<file path="config.mk">
export PLATFORM = sky130hd
export DESIGN_NAME = dial_frequency_to_bcd_frame_unit
export DESIGN_NICKNAME = d
export VERILOG_FILES = /design/src/hdl/dfbf_pkg.sv /design/src/hdl/dfbf_front.sv /design/src/hdl/dfbf_queue.sv /design/src/hdl/dfbf_back.sv /design/src/hdl/dial_frequency_to_bcd_frame_unit.sv
export SDC_FILE = /design/constraint.sdc
export NUM_CORES = 1
export LEC_CHECK = 0
export ABC_CLOCK_PERIOD_IN_PS = 12100
export BUFFER_PORTS_ARGS = -buffer_cell sky130_fd_sc_hd__buf_2
export CAP_MARGIN = 10
export CORE_MARGIN = 2
export CORE_UTILIZATION = 30
export DETAILED_ROUTE_END_ITERATION = 12
export GPL_ROUTABILITY_DRIVEN = 0
export PLACE_DENSITY_LB_ADDON = 0.15
export SYNTH_ARGS = -nofsm -noshare
export SYNTH_HDL_FRONTEND = slang
export SYNTH_SLANG_ARGS = --single-unit
</file>
<file path="constraint.sdc">
create_clock -name clk -period 12.1 [get_ports clk]
set_input_delay 0.605 -clock clk [delete_from_list [all_inputs] [get_ports clk]]
set_output_delay 0.605 -clock clk [all_outputs]
set_load 0.01 [all_outputs]
</file>
<file path="src/hdl/dfbf_pkg.sv">
// Shared types, constants and the BCD conversion step for the dial frequency frame unit.
`timescale 1ns / 1ps

package dfbf_pkg;

    localparam int FREQ_W    = 30;
    localparam int COUNT_W   = 16;
    localparam int STEP_W    = 10;
    localparam int PROD_W    = COUNT_W + STEP_W + 1;
    localparam int SUM_W     = 32;
    localparam int BIN_W     = 32;
    localparam int BCD_DIGITS = 9;
    localparam int BCD_W     = 4 * BCD_DIGITS;
    localparam int BITS_PER_STEP = 4;
    localparam int CONV_STEPS    = BIN_W / BITS_PER_STEP;
    localparam int FRAME_DIGITS_W = 32;

    localparam logic [FREQ_W-1:0] FREQ_MAX   = 30'd999999999;
    localparam logic [FREQ_W-1:0] FREQ_RESET = 30'd432750000;
    localparam logic [STEP_W-1:0] STEP_RESET = 10'd30;
    localparam logic [7:0]        FRAME_OPCODE = 8'h01;

    // Frame byte positions: four BCD bytes, then the opcode byte.
    localparam logic [2:0] BYTE_BCD0   = 3'd0;
    localparam logic [2:0] BYTE_BCD1   = 3'd1;
    localparam logic [2:0] BYTE_BCD2   = 3'd2;
    localparam logic [2:0] BYTE_BCD3   = 3'd3;
    localparam logic [2:0] BYTE_OPCODE = 3'd4;

    // Register indexes, taken from address bit 2.
    localparam logic REG_STEP_SIZE     = 1'b0;
    localparam logic REG_FOLLOW_ENABLE = 1'b1;

    typedef struct packed {
        logic                 req_type;
        logic [COUNT_W-1:0]   encoder_count;
        logic [FREQ_W-1:0]    new_frequency;
    } req_t;

    typedef struct packed {
        logic [7:0] frame_byte;
        logic       last_byte;
    } frame_t;

    typedef struct packed {
        logic              valid;
        logic [FREQ_W-1:0] freq;
    } freq_push_t;

    // One shift-add-3 step: adjust every digit, then shift in the next binary bit.
    function automatic logic [BCD_W-1:0] dd_step(input logic [BCD_W-1:0] bcd, input logic b);
        logic [BCD_W-1:0] adj;
        adj = bcd;
        for (int i = 0; i < BCD_DIGITS; i++)
        begin
            if (adj[4*i +: 4] >= 4'd5)
            begin
                adj[4*i +: 4] = adj[4*i +: 4] + 4'd3;
            end
        end
        return {adj[BCD_W-2:0], b};
    endfunction

endpackage

</file>
<file path="src/hdl/dfbf_front.sv">
// Request front end: encoder difference, step multiply, saturating frequency update.
`timescale 1ns / 1ps

module dfbf_front (
    input  logic                           clk,
    input  logic                           rst_n,
    input  logic                           req_valid,
    output logic                           req_ready,
    input  dfbf_pkg::req_t                 req,
    input  logic [dfbf_pkg::STEP_W-1:0]    step_size,
    input  logic                           follow_enable,
    input  logic                           q_full,
    output dfbf_pkg::freq_push_t           push
);
    import dfbf_pkg::*;

    logic [COUNT_W-1:0]       prev_count_reg;
    logic [FREQ_W-1:0]        tuned_reg;
    logic                     pend_valid_reg;
    logic                     pend_load_reg;
    logic [FREQ_W-1:0]        pend_freq_reg;
    logic signed [PROD_W-1:0] prod_reg;

    logic                     accept;
    logic [COUNT_W-1:0]       diff;
    logic signed [PROD_W-1:0] prod_c;
    logic [FREQ_W-1:0]        load_sat;
    logic signed [SUM_W-1:0]  sum;
    logic [FREQ_W-1:0]        tuned_next;
    logic                     commit;

    assign req_ready = !pend_valid_reg;
    assign accept    = req_valid && req_ready;
    assign diff      = req.encoder_count - prev_count_reg;
    assign prod_c    = $signed(diff) * $signed({1'b0, step_size});
    assign load_sat  = (req.new_frequency > FREQ_MAX) ? FREQ_MAX : req.new_frequency;

    assign sum = $signed({{(SUM_W-FREQ_W){1'b0}}, tuned_reg})
               + $signed({{(SUM_W-PROD_W){prod_reg[PROD_W-1]}}, prod_reg});

    always_comb
    begin
        if (pend_load_reg)
        begin
            tuned_next = pend_freq_reg;
        end
        else if (sum < 0)
        begin
            tuned_next = '0;
        end
        else if (sum > $signed({{(SUM_W-FREQ_W){1'b0}}, FREQ_MAX}))
        begin
            tuned_next = FREQ_MAX;
        end
        else
        begin
            tuned_next = sum[FREQ_W-1:0];
        end
    end

    // The frequency is committed only when its frame has a queue slot.
    assign commit     = pend_valid_reg && !q_full;
    assign push.valid = commit;
    assign push.freq  = tuned_next;

    always_ff @(posedge clk or negedge rst_n)
    begin
        if (!rst_n)
        begin
            prev_count_reg <= '0;
            tuned_reg      <= FREQ_RESET;
            pend_valid_reg <= 1'b0;
        end
        else
        begin
            if (commit)
            begin
                tuned_reg      <= tuned_next;
                pend_valid_reg <= 1'b0;
            end
            if (accept)
            begin
                if (req.req_type)
                begin
                    pend_valid_reg <= 1'b1;
                end
                else if (diff != '0)
                begin
                    prev_count_reg <= req.encoder_count;
                    pend_valid_reg <= follow_enable;
                end
            end
        end
    end

    always_ff @(posedge clk)
    begin
        if (accept)
        begin
            pend_load_reg <= req.req_type;
            pend_freq_reg <= load_sat;
            prod_reg      <= prod_c;
        end
    end

endmodule

</file>
<file path="src/hdl/dfbf_queue.sv">
// Two-entry frequency queue between the front end and the frame builder.
`timescale 1ns / 1ps

module dfbf_queue (
    input  logic                          clk,
    input  logic                          rst_n,
    input  dfbf_pkg::freq_push_t          push,
    output logic                          full,
    input  logic                          pop,
    output logic                          valid,
    output logic [dfbf_pkg::FREQ_W-1:0]   data
);
    import dfbf_pkg::*;

    logic [FREQ_W-1:0] slot_reg [2];
    logic              wr_ptr_reg;
    logic              rd_ptr_reg;
    logic [1:0]        count_reg;

    assign full  = (count_reg == 2'd2);
    assign valid = (count_reg != 2'd0);
    assign data  = slot_reg[rd_ptr_reg];

    always_ff @(posedge clk or negedge rst_n)
    begin
        if (!rst_n)
        begin
            wr_ptr_reg <= 1'b0;
            rd_ptr_reg <= 1'b0;
            count_reg  <= 2'd0;
        end
        else
        begin
            if (push.valid)
            begin
                wr_ptr_reg <= !wr_ptr_reg;
            end
            if (pop)
            begin
                rd_ptr_reg <= !rd_ptr_reg;
            end
            if (push.valid && !pop)
            begin
                count_reg <= count_reg + 2'd1;
            end
            else if (pop && !push.valid)
            begin
                count_reg <= count_reg - 2'd1;
            end
        end
    end

    always_ff @(posedge clk)
    begin
        if (push.valid)
        begin
            slot_reg[wr_ptr_reg] <= push.freq;
        end
    end

endmodule

</file>
<file path="src/hdl/dfbf_back.sv">
// Frame builder: iterative binary to BCD conversion and five-byte frame output.
`timescale 1ns / 1ps

module dfbf_back (
    input  logic                          clk,
    input  logic                          rst_n,
    input  logic                          q_valid,
    input  logic [dfbf_pkg::FREQ_W-1:0]   q_data,
    output logic                          q_pop,
    output logic                          frame_valid,
    input  logic                          frame_ready,
    output dfbf_pkg::frame_t              frame
);
    import dfbf_pkg::*;

    logic                      conv_busy_reg;
    logic                      conv_done_reg;
    logic [2:0]                conv_cnt_reg;
    logic [BIN_W-1:0]          conv_bin_reg;
    logic [BCD_W-1:0]          conv_bcd_reg;

    logic                      emit_active_reg;
    logic [2:0]                emit_idx_reg;
    logic [FRAME_DIGITS_W-1:0] digits_reg;
    logic                      out_valid_reg;
    frame_t                    out_reg;

    logic [BCD_W-1:0]          bcd_s1;
    logic [BCD_W-1:0]          bcd_s2;
    logic [BCD_W-1:0]          bcd_s3;
    logic [BCD_W-1:0]          bcd_s4;
    logic                      handoff;
    logic                      out_load;
    logic [7:0]                byte_sel;

    // Four conversion bits per cycle, most significant first.
    assign bcd_s1 = dd_step(conv_bcd_reg, conv_bin_reg[BIN_W-1]);
    assign bcd_s2 = dd_step(bcd_s1, conv_bin_reg[BIN_W-2]);
    assign bcd_s3 = dd_step(bcd_s2, conv_bin_reg[BIN_W-3]);
    assign bcd_s4 = dd_step(bcd_s3, conv_bin_reg[BIN_W-4]);

    assign handoff  = conv_done_reg && !emit_active_reg;
    assign q_pop    = q_valid && !conv_busy_reg && (!conv_done_reg || handoff);
    assign out_load = !out_valid_reg || frame_ready;

    always_comb
    begin
        case (emit_idx_reg)
            BYTE_BCD0: byte_sel = digits_reg[31:24];
            BYTE_BCD1: byte_sel = digits_reg[23:16];
            BYTE_BCD2: byte_sel = digits_reg[15:8];
            BYTE_BCD3: byte_sel = digits_reg[7:0];
            default:   byte_sel = FRAME_OPCODE;
        endcase
    end

    always_ff @(posedge clk or negedge rst_n)
    begin
        if (!rst_n)
        begin
            conv_busy_reg   <= 1'b0;
            conv_done_reg   <= 1'b0;
            conv_cnt_reg    <= '0;
            emit_active_reg <= 1'b0;
            emit_idx_reg    <= BYTE_BCD0;
            out_valid_reg   <= 1'b0;
        end
        else
        begin
            if (conv_busy_reg)
            begin
                conv_cnt_reg <= conv_cnt_reg + 3'd1;
                if (conv_cnt_reg == 3'(CONV_STEPS - 1))
                begin
                    conv_busy_reg <= 1'b0;
                    conv_done_reg <= 1'b1;
                end
            end
            else if (q_pop)
            begin
                conv_busy_reg <= 1'b1;
                conv_done_reg <= 1'b0;
                conv_cnt_reg  <= '0;
            end
            else if (handoff)
            begin
                conv_done_reg <= 1'b0;
            end

            if (out_load)
            begin
                out_valid_reg <= emit_active_reg;
                if (emit_active_reg)
                begin
                    if (emit_idx_reg == BYTE_OPCODE)
                    begin
                        emit_active_reg <= 1'b0;
                    end
                    emit_idx_reg <= emit_idx_reg + 3'd1;
                end
            end

            if (handoff)
            begin
                emit_active_reg <= 1'b1;
                emit_idx_reg    <= BYTE_BCD0;
            end
        end
    end

    always_ff @(posedge clk)
    begin
        if (conv_busy_reg)
        begin
            conv_bcd_reg <= bcd_s4;
            conv_bin_reg <= {conv_bin_reg[BIN_W-BITS_PER_STEP-1:0], {BITS_PER_STEP{1'b0}}};
        end
        else if (q_pop)
        begin
            conv_bcd_reg <= '0;
            conv_bin_reg <= {{(BIN_W-FREQ_W){1'b0}}, q_data};
        end
        // The units digit of the Hz value is dropped to give 10 Hz units.
        if (handoff)
        begin
            digits_reg <= conv_bcd_reg[BCD_W-1:4];
        end
        if (out_load && emit_active_reg)
        begin
            out_reg.frame_byte <= byte_sel;
            out_reg.last_byte  <= (emit_idx_reg == BYTE_OPCODE);
        end
    end

    assign frame_valid = out_valid_reg;
    assign frame       = out_reg;

endmodule

</file>
<file path="src/hdl/dial_frequency_to_bcd_frame_unit.sv">
// Top level of the dial frequency to packed-BCD frame unit.
//
//  Channel   Direction  Handshake                   Payload
//  req       in         req_valid / req_ready       dfbf_pkg::req_t
//  frame     out        frame_valid / frame_ready   dfbf_pkg::frame_t, one byte per transfer
//  config    in         APB psel/penable/pwrite     step_size at 0x0, follow_enable at 0x4
//
// The front end registers the difference and step multiply of a request, then
// performs the saturating add, which waits for a free queue slot; no request is taken
// while an update is pending. Each frame passes through the four-bit-per-cycle BCD
// converter and a handoff into the byte emitter; the five byte transfers overlap the
// next conversion. Reset restores the registers, the tuned frequency and the counter
// history; a stalled frame output backs up through the queue.
`timescale 1ns / 1ps

module dial_frequency_to_bcd_frame_unit (
    input  logic              clk,
    input  logic              rst_n,
    input  logic              psel,
    input  logic              penable,
    input  logic              pwrite,
    input  logic [2:0]        paddr,
    input  logic [31:0]       pwdata,
    output logic [31:0]       prdata,
    output logic              pready,
    input  logic              req_valid,
    output logic              req_ready,
    input  dfbf_pkg::req_t    req,
    output logic              frame_valid,
    input  logic              frame_ready,
    output dfbf_pkg::frame_t  frame
);
    import dfbf_pkg::*;

    logic [STEP_W-1:0] step_size_reg;
    logic              follow_enable_reg;
    logic              cfg_write;

    freq_push_t        push;
    logic              q_full;
    logic              q_pop;
    logic              q_valid;
    logic [FREQ_W-1:0] q_data;

    assign pready    = 1'b1;
    assign cfg_write = psel && penable && pwrite && pready;

    always_ff @(posedge clk or negedge rst_n)
    begin
        if (!rst_n)
        begin
            step_size_reg     <= STEP_RESET;
            follow_enable_reg <= 1'b1;
        end
        else if (cfg_write)
        begin
            unique case (paddr[2])
                REG_STEP_SIZE:     step_size_reg     <= pwdata[STEP_W-1:0];
                REG_FOLLOW_ENABLE: follow_enable_reg <= pwdata[0];
                default:           ;
            endcase
        end
    end

    always_comb
    begin
        unique case (paddr[2])
            REG_STEP_SIZE:     prdata = {{(32-STEP_W){1'b0}}, step_size_reg};
            REG_FOLLOW_ENABLE: prdata = {31'b0, follow_enable_reg};
            default:           prdata = '0;
        endcase
    end

    dfbf_front u_front (
        .clk           (clk),
        .rst_n         (rst_n),
        .req_valid     (req_valid),
        .req_ready     (req_ready),
        .req           (req),
        .step_size     (step_size_reg),
        .follow_enable (follow_enable_reg),
        .q_full        (q_full),
        .push          (push)
    );

    dfbf_queue u_queue (
        .clk   (clk),
        .rst_n (rst_n),
        .push  (push),
        .full  (q_full),
        .pop   (q_pop),
        .valid (q_valid),
        .data  (q_data)
    );

    dfbf_back u_back (
        .clk         (clk),
        .rst_n       (rst_n),
        .q_valid     (q_valid),
        .q_data      (q_data),
        .q_pop       (q_pop),
        .frame_valid (frame_valid),
        .frame_ready (frame_ready),
        .frame       (frame)
    );

endmodule

</file>
# Word-level counts from Yosys, hierarchy flattened
# Memories as Yosys holds them, arrays and structs flattened.
# Index checks and enable logic that the tools add are counted.
[word_totals]
reg_bits = 239
ram_bits = 60
inputBits = 89
out_inout_bits = 44
wordCells = 219
mem_count = 1
[op_classes]
addsub = 42
n_mul = 1
magnitude_cmp = 39
n_eq_ne = 7
n_mux = 69
n_bitwise = 2
n_reduce_logical = 35
[mem_list]
columns = ["memory", "depth", "width", "read_ports", "rd_ports_with_merged_regs", "write_ports", "line", "rtl"]
rows = [
  ["u_queue.slot_reg", 2, 30, 1, 0, 1, "dfbf_queue.sv:15", "logic [FREQ_W-1:0] slot_reg [2];"],
]
[ops]
columns = ["op", "n"]
rows = [
  ["4-bit by 3-bit >= comparator with 1-bit output (second input constant)", 36],
  ["4-bit by 2-bit adder with 4-bit output (second input constant)", 32],
  ["4-bit 2-to-1 mux", 32],
  ["30-bit 2-to-1 mux", 3],
  ["36-bit 2-to-1 mux", 2],
  ["32-bit 2-to-1 mux", 2],
  ["32-bit case mux with 2 select lines", 1],
  ["31-bit by 27-bit adder with 32-bit output", 1],
  ["32-bit by 31-bit greater-than comparator with 1-bit output (second input constant)", 1],
  ["32-bit by 1-bit less-than comparator with 1-bit output (second input constant)", 1],
  ["8-bit case mux with 4 select lines", 1],
  ["30-bit greater-than comparator (second input constant)", 1],
  ["16-bit by 11-bit multiplier with 27-bit output", 1],
  ["3-bit 2-to-1 mux", 9],
  ["1-bit 2-to-1 mux", 17],
  ["16-bit nonzero test", 1],
  ["16-bit subtractor", 1],
  ["3-bit by 2-bit adder with 3-bit output (second input constant)", 4],
  ["1-bit logical AND", 10],
  ["1-bit zero test", 10],
  ["2-bit nonzero test", 5],
  ["2-bit AND reduction", 4],
  ["3-bit by 1-bit adder with 3-bit output (second input constant)", 2],
  ["3-bit by 2-bit equality test with 1-bit output (second input constant)", 2],
  ["12 further kinds", 16],
]

# Depth between registers and ports, before layout
[logic_depth]
ltp_word = 9
mapped_depth = 32
mapped_depth_nobuf = 31

# Cells and area by module
# Synthesis repeated with hierarchy kept, for this count alone.
[unflattened]
hier_cells = 2612
area_unflattened_um2 = 25355.6
[by_module_without_submodules]
columns = ["module", "instances", "cells_per_inst", "area_each_um2", "seq_area_each_um2"]
rows = [
  ["dfbf_front", 1, 1522, 13523.0, 2937.8],
  ["dfbf_back", 1, 920, 8732.1, 3483.3],
  ["dfbf_queue", 1, 109, 2362.3, 1901.8],
  ["dial_frequency_to_bcd_frame_unit", 1, 61, 738.2, 281.5],
]

# Worst setup path after synthesis
# Ideal clock, no wire load.
[synth_timing]
path_kind = "input -> register"
startpoint = "in req[30] (netlist name)"
endpoint = "reg u_front.prod_reg[26], data pin"
setup_time_ns = 0.260
arrival_time_ns = 7.444
t_required_ns = 11.840
slack_ns = 4.396
stages = 31
path_buffers = 1
path_cell_list = "inv_1 -> ha_1 -> inv_1 -> fa_1 -> a21o_1 -> a21oi_1 -> o21ai_0 -> o21a_1 -> a221o_1 -> a31o_2 -> a21oi_1 -> xnor2_1 -> clkbuf_1 -> nand2_1 -> fa_1 -> inv_1 -> fa_1 -> fa_1 -> fa_1 -> inv_1 -> fa_1 -> inv_1 -> ha_1 -> and3_1 -> a21bo_2 -> nor4_1 -> o31ai_1 -> o41ai_1 -> o21bai_1 -> a21oi_1 -> xnor2_1"
[synth_between]
elab_chain_len = 2
[synth_rtl]
columns = ["element", "line", "rtl"]
rows = [
  ["from (decl)", "dial_frequency_to_bcd_frame_unit.sv:28", "input dfbf_pkg::req_t req,"],
  ["16-bit subtractor", "dfbf_front.sv:34", "assign diff = req.encoder_count - prev_count_reg;"],
  ["16-bit by 11-bit multiplier with 27-bit output", "dfbf_front.sv:35", "assign prod_c = $signed(diff) * $signed({1'b0, step_size});"],
  ["net u_front.prod_c[26]", "dfbf_front.sv:26", "logic signed [PROD_W-1:0] prod_c;"],
  ["to (signal assigned)", "dfbf_front.sv:102", "prod_reg <= prod_c;"],
  ["to (decl)", "dfbf_front.sv:22", "logic signed [PROD_W-1:0] prod_reg;"],
]
# The timed path passes the listed nets, and every way through them passes these cells.
# A chain may end at the register's enable or synchronous reset.

# Worst setup path after layout
[layout_timing]
startpoint = "reg u_front.prev_count_reg[1]"
endpoint = "reg u_front.prod_reg[26], data pin"
[layout_between]
elab_chain_len = 2
[layout_rtl]
columns = ["element", "line", "rtl"]
rows = [
  ["from (decl)", "dfbf_front.sv:17", "logic [COUNT_W-1:0] prev_count_reg;"],
  ["from (signal assigned)", "dfbf_front.sv:89", "prev_count_reg <= req.encoder_count;"],
  ["16-bit subtractor", "dfbf_front.sv:34", ""],
  ["16-bit by 11-bit multiplier with 27-bit output", "dfbf_front.sv:35", ""],
  ["net u_front.prod_c[26]", "dfbf_front.sv:26", ""],
]
# The timed path passes the listed nets, and every way through them passes these cells.

==> flow_metrics.py <==
metrics = {
    "global_route": {
        "grt_pass1_vias": 18000,
        "antenna_found_initial": 1,
        "grt_pass1_wl_mm": 93.8,
        "grt_max_degree": 61,
        "grt_overflow": 0,
        "grtUsageTotal_pct": 14.1,
    },
    "clock_network": {
        "ctsResizeCount": 0,
        "path_clk_slew_ns": 0.06,
        "cts_tree": "done",
        "clock_latency_ns": 0.58,
        "numCtsBuffers": 39,
        "htreeDepth": 2,
        "clock_sinks": 299,
        "postCtsSetupBuffers": 0,
        "root_buffer": "clkbuf_16",
        "cts_hold_buf": 1,
        "clockBufferDepth": 3,
    },
    "setup_path": {
        "r2r_setup_slack_ns": 3.59,
        "critical_path.max_stage_delay_ns": 0.87,
        "crit_family": "adder cells",
        "crit_required_ns": 12.42,
        "cpMostUsedCell": "fa_1",
        "critPathLaunchType": "flop",
        "critical_path_arrival_ns": 8.83,
        "cp_slowest_cell": "a2111oi_0",
        "crit_fanout": 11,
        "critical_path.endpoint_type": "flop",
        "crit_type": "reg -> reg",
        "worst-path-buf-inv": 2,
    },
    "sta": {
        "hold_viol": 0,
        "tightest_slew_ns": 1.19,
        "finalSetupViolCount": 0,
        "post-route-period-util_pct": 70.3,
        "rsz0062_at_grt": "false",
        "slew_violations": 0,
        "tns_ns": 0,
        "clock_skew_ns": 0.0362,
        "max_clock_freq_mhz": 118,
        "period_needed_ns": 8.51,
        "slew_headroom_pct": 20.0,
    },
    "drt": {
        "drt-initial-drc-count": 864,
        "via_count": 17100,
        "drt_wl_total_mm": 56.7,
        "drc_errors": 0,
        "wl_per_cell_um": 15.8,
        "drtAntennaViolNets": 0,
        "vias_per_cell": 4.79,
        "first_pass_iters": 8,
    },
    "floorplan": {
        "die_h_um": 288,
        "io_pins": 133,
        "die_w_um": 288,
        "initial_core_util_pct": 30.2,
        "rows": 104,
        "design.core.area_sq_um": 80300,
        "dieArea_sq_um": 83100,
    },
    "min_path": {
        "hold_path.class": "in -> reg",
    },
    "outcome": {
        "run_status": "finished, final reports clean",
    },
    "yosys": {
        "netlist_instances": 2426,
        "yosysWarningCount": 0,
        "synth_cell_types": 79,
        "synth.cell_area_sq_um": 24200,
        "ys_seq_area_share_pct": 35.5,
        "syn_area_per_cell_sq_um": 9.99,
        "synthArstFlopShare_pct": 24.1,
        "synth_edf_count": 223,
        "synthFlopType": "edfxtp_1",
        "yosys_register_bits": 299,
    },
    "layout": {
        "regArea_sq_um": 8600,
        "multi_input_area_sq_um": 14100,
        "largest_reg_flops": 60,
        "fillerInstances": 8174,
        "syn_to_final_growth_pct": 11.4,
        "nets": 2913,
        "drive_gt1_share_pct": 12.3,
        "diodes": 0,
    },
    "place": {
        "port_buffers": 85,
        "dp_hpwl_mm": 43.4,
    },
    "job": {
        "drv_cap": 0,
    },
}
## placed cells by master, fill, tap and decap left out, drive strengths merged, types with 9 or more instances in the layout
cell type,count
xor2,14
o21ai,131
dfstp,21
conb,23
a311oi,9
nor2b,43
mux2i,68
ha,187
a21oi,132
buf,102
nand2,204
xnor2,78
a31oi,10
nor4,11
or2,12
fa,147
dfrtp,51
a21o,20
inv,318
nand2b,53
edfxtp,223
and3,21
mux2,75
o31ai,9
and2,88
nor3b,17
nor3,27
clkinv,12
a211oi,21
clkbuf,53
o211ai,14
o21a,24
nor2,139
or3,13
nand3,46
## metal layers
layer  vias up  GRT usage (%)  routed length, um
li1       8383              -                  -
met1      8472           17.4              24800
met2       211           25.4              28800
met3        78           1.90               1550
met4         2           4.08               1470
met5         -              0                 13
## cell families after synthesis
kind of cell / count (synthesis) / synth area share (%)
other: 2 / 0.0310
buffers and inverters: 417 / 6.88
and+or+nand+nor: 707 / 14.7
xor gates and xnor gates: 92 / 3.32
DFF: 299 / 35.5
AOI/OAI and AO/OA: 432 / 11.5
adders and majority gates: 334 / 21.8
muxes: 143 / 6.29
## stage by stage
stage               area (sq um)  std cells  hold WS [ns]  worst slack, ns  util [%]
floorplan                  24300       2447         0.309             4.40         -
global placement           25700       3508         0.460             3.37      32.1
detailed placement         25700       3508         0.451             3.36      32.1
CTS                        27000       3581         0.179             3.66      33.6
global route               27000       3581         0.201             2.96      33.6
finish                     27000       3581         0.216             3.59      33.6
## layout make-up
type	count	area share, %
Tap cell	1060	4.91
Clock buffer	53	3.85
Sequential cell	299	31.9
Clock inverter	19	0.829
Inverter	316	4.39
Multi-Input combinational cell	1731	52.1
Timing Repair Buffer	103	2.09
## synth_stat cells (6+ instances only)
master,number,share of area (%)
inv_1,314,4.9
edfxtp_1,223,28
nand2_1,203,3.1
ha_1,187,9.7
fa_1,147,12
nor2_1,139,2.2
o21ai_0,125,2.6
a21oi_1,115,2.4
and2_1,87,2.2
xnor2_1,78,2.8
clkbuf_1,75,1.2
mux2_2,75,3.5
mux2i_1,68,2.8
nand2b_1,53,1.4
dfrtp_1,51,5.3
nand3_1,46,0.95
nor2b_1,43,1.1
nor3_1,27,0.56
o21a_1,24,0.74
buf_4,23,0.71
and3_1,21,0.54
dfstp_2,21,2.3
a211oi_1,20,0.62
a21o_1,20,0.62
a21oi_2,17,0.61
nor3b_1,17,0.53
xor2_1,14,0.51
o211ai_1,13,0.40
or3_1,13,0.34
or2_2,12,0.31
nor4_1,11,0.28
a31oi_1,10,0.26
a222oi_1,8,0.33
a311oi_1,8,0.29
nand4_1,8,0.21
a21boi_0,7,0.22
o21ai_1,6,0.12
o21bai_1,6,0.19
or4_1,6,0.19
## worst paths after layout
path	cells past startpoint	start	endpoint
setup / recovery	26	u_front.prev_count_reg[1]$_DFFE_PN0P_	u_front.prod_reg[26]$_DFFE_PP_
hold / removal	1	req[28]	u_front.pend_freq_reg[28]$_SDFFCE_PN1P_
setup reg to reg	26	u_front.prev_count_reg[1]$_DFFE_PN0P_	u_front.prod_reg[26]$_DFFE_PP_
hold reg to reg	0	u_back.conv_bcd_reg[33]$_SDFFCE_PN0P_	u_back.digits_reg[29]$_DFFE_PP_
max in group asynchronous	3	rst_n	u_back.frame_valid$_DFFE_PN0P_
min in group asynchronous	2	rst_n	u_front.prev_count_reg[1]$_DFFE_PN0P_
Power is left out: the tool's default activity adds up to more than one toggle a clock period on the data nets, which glitch-free logic cannot reach.
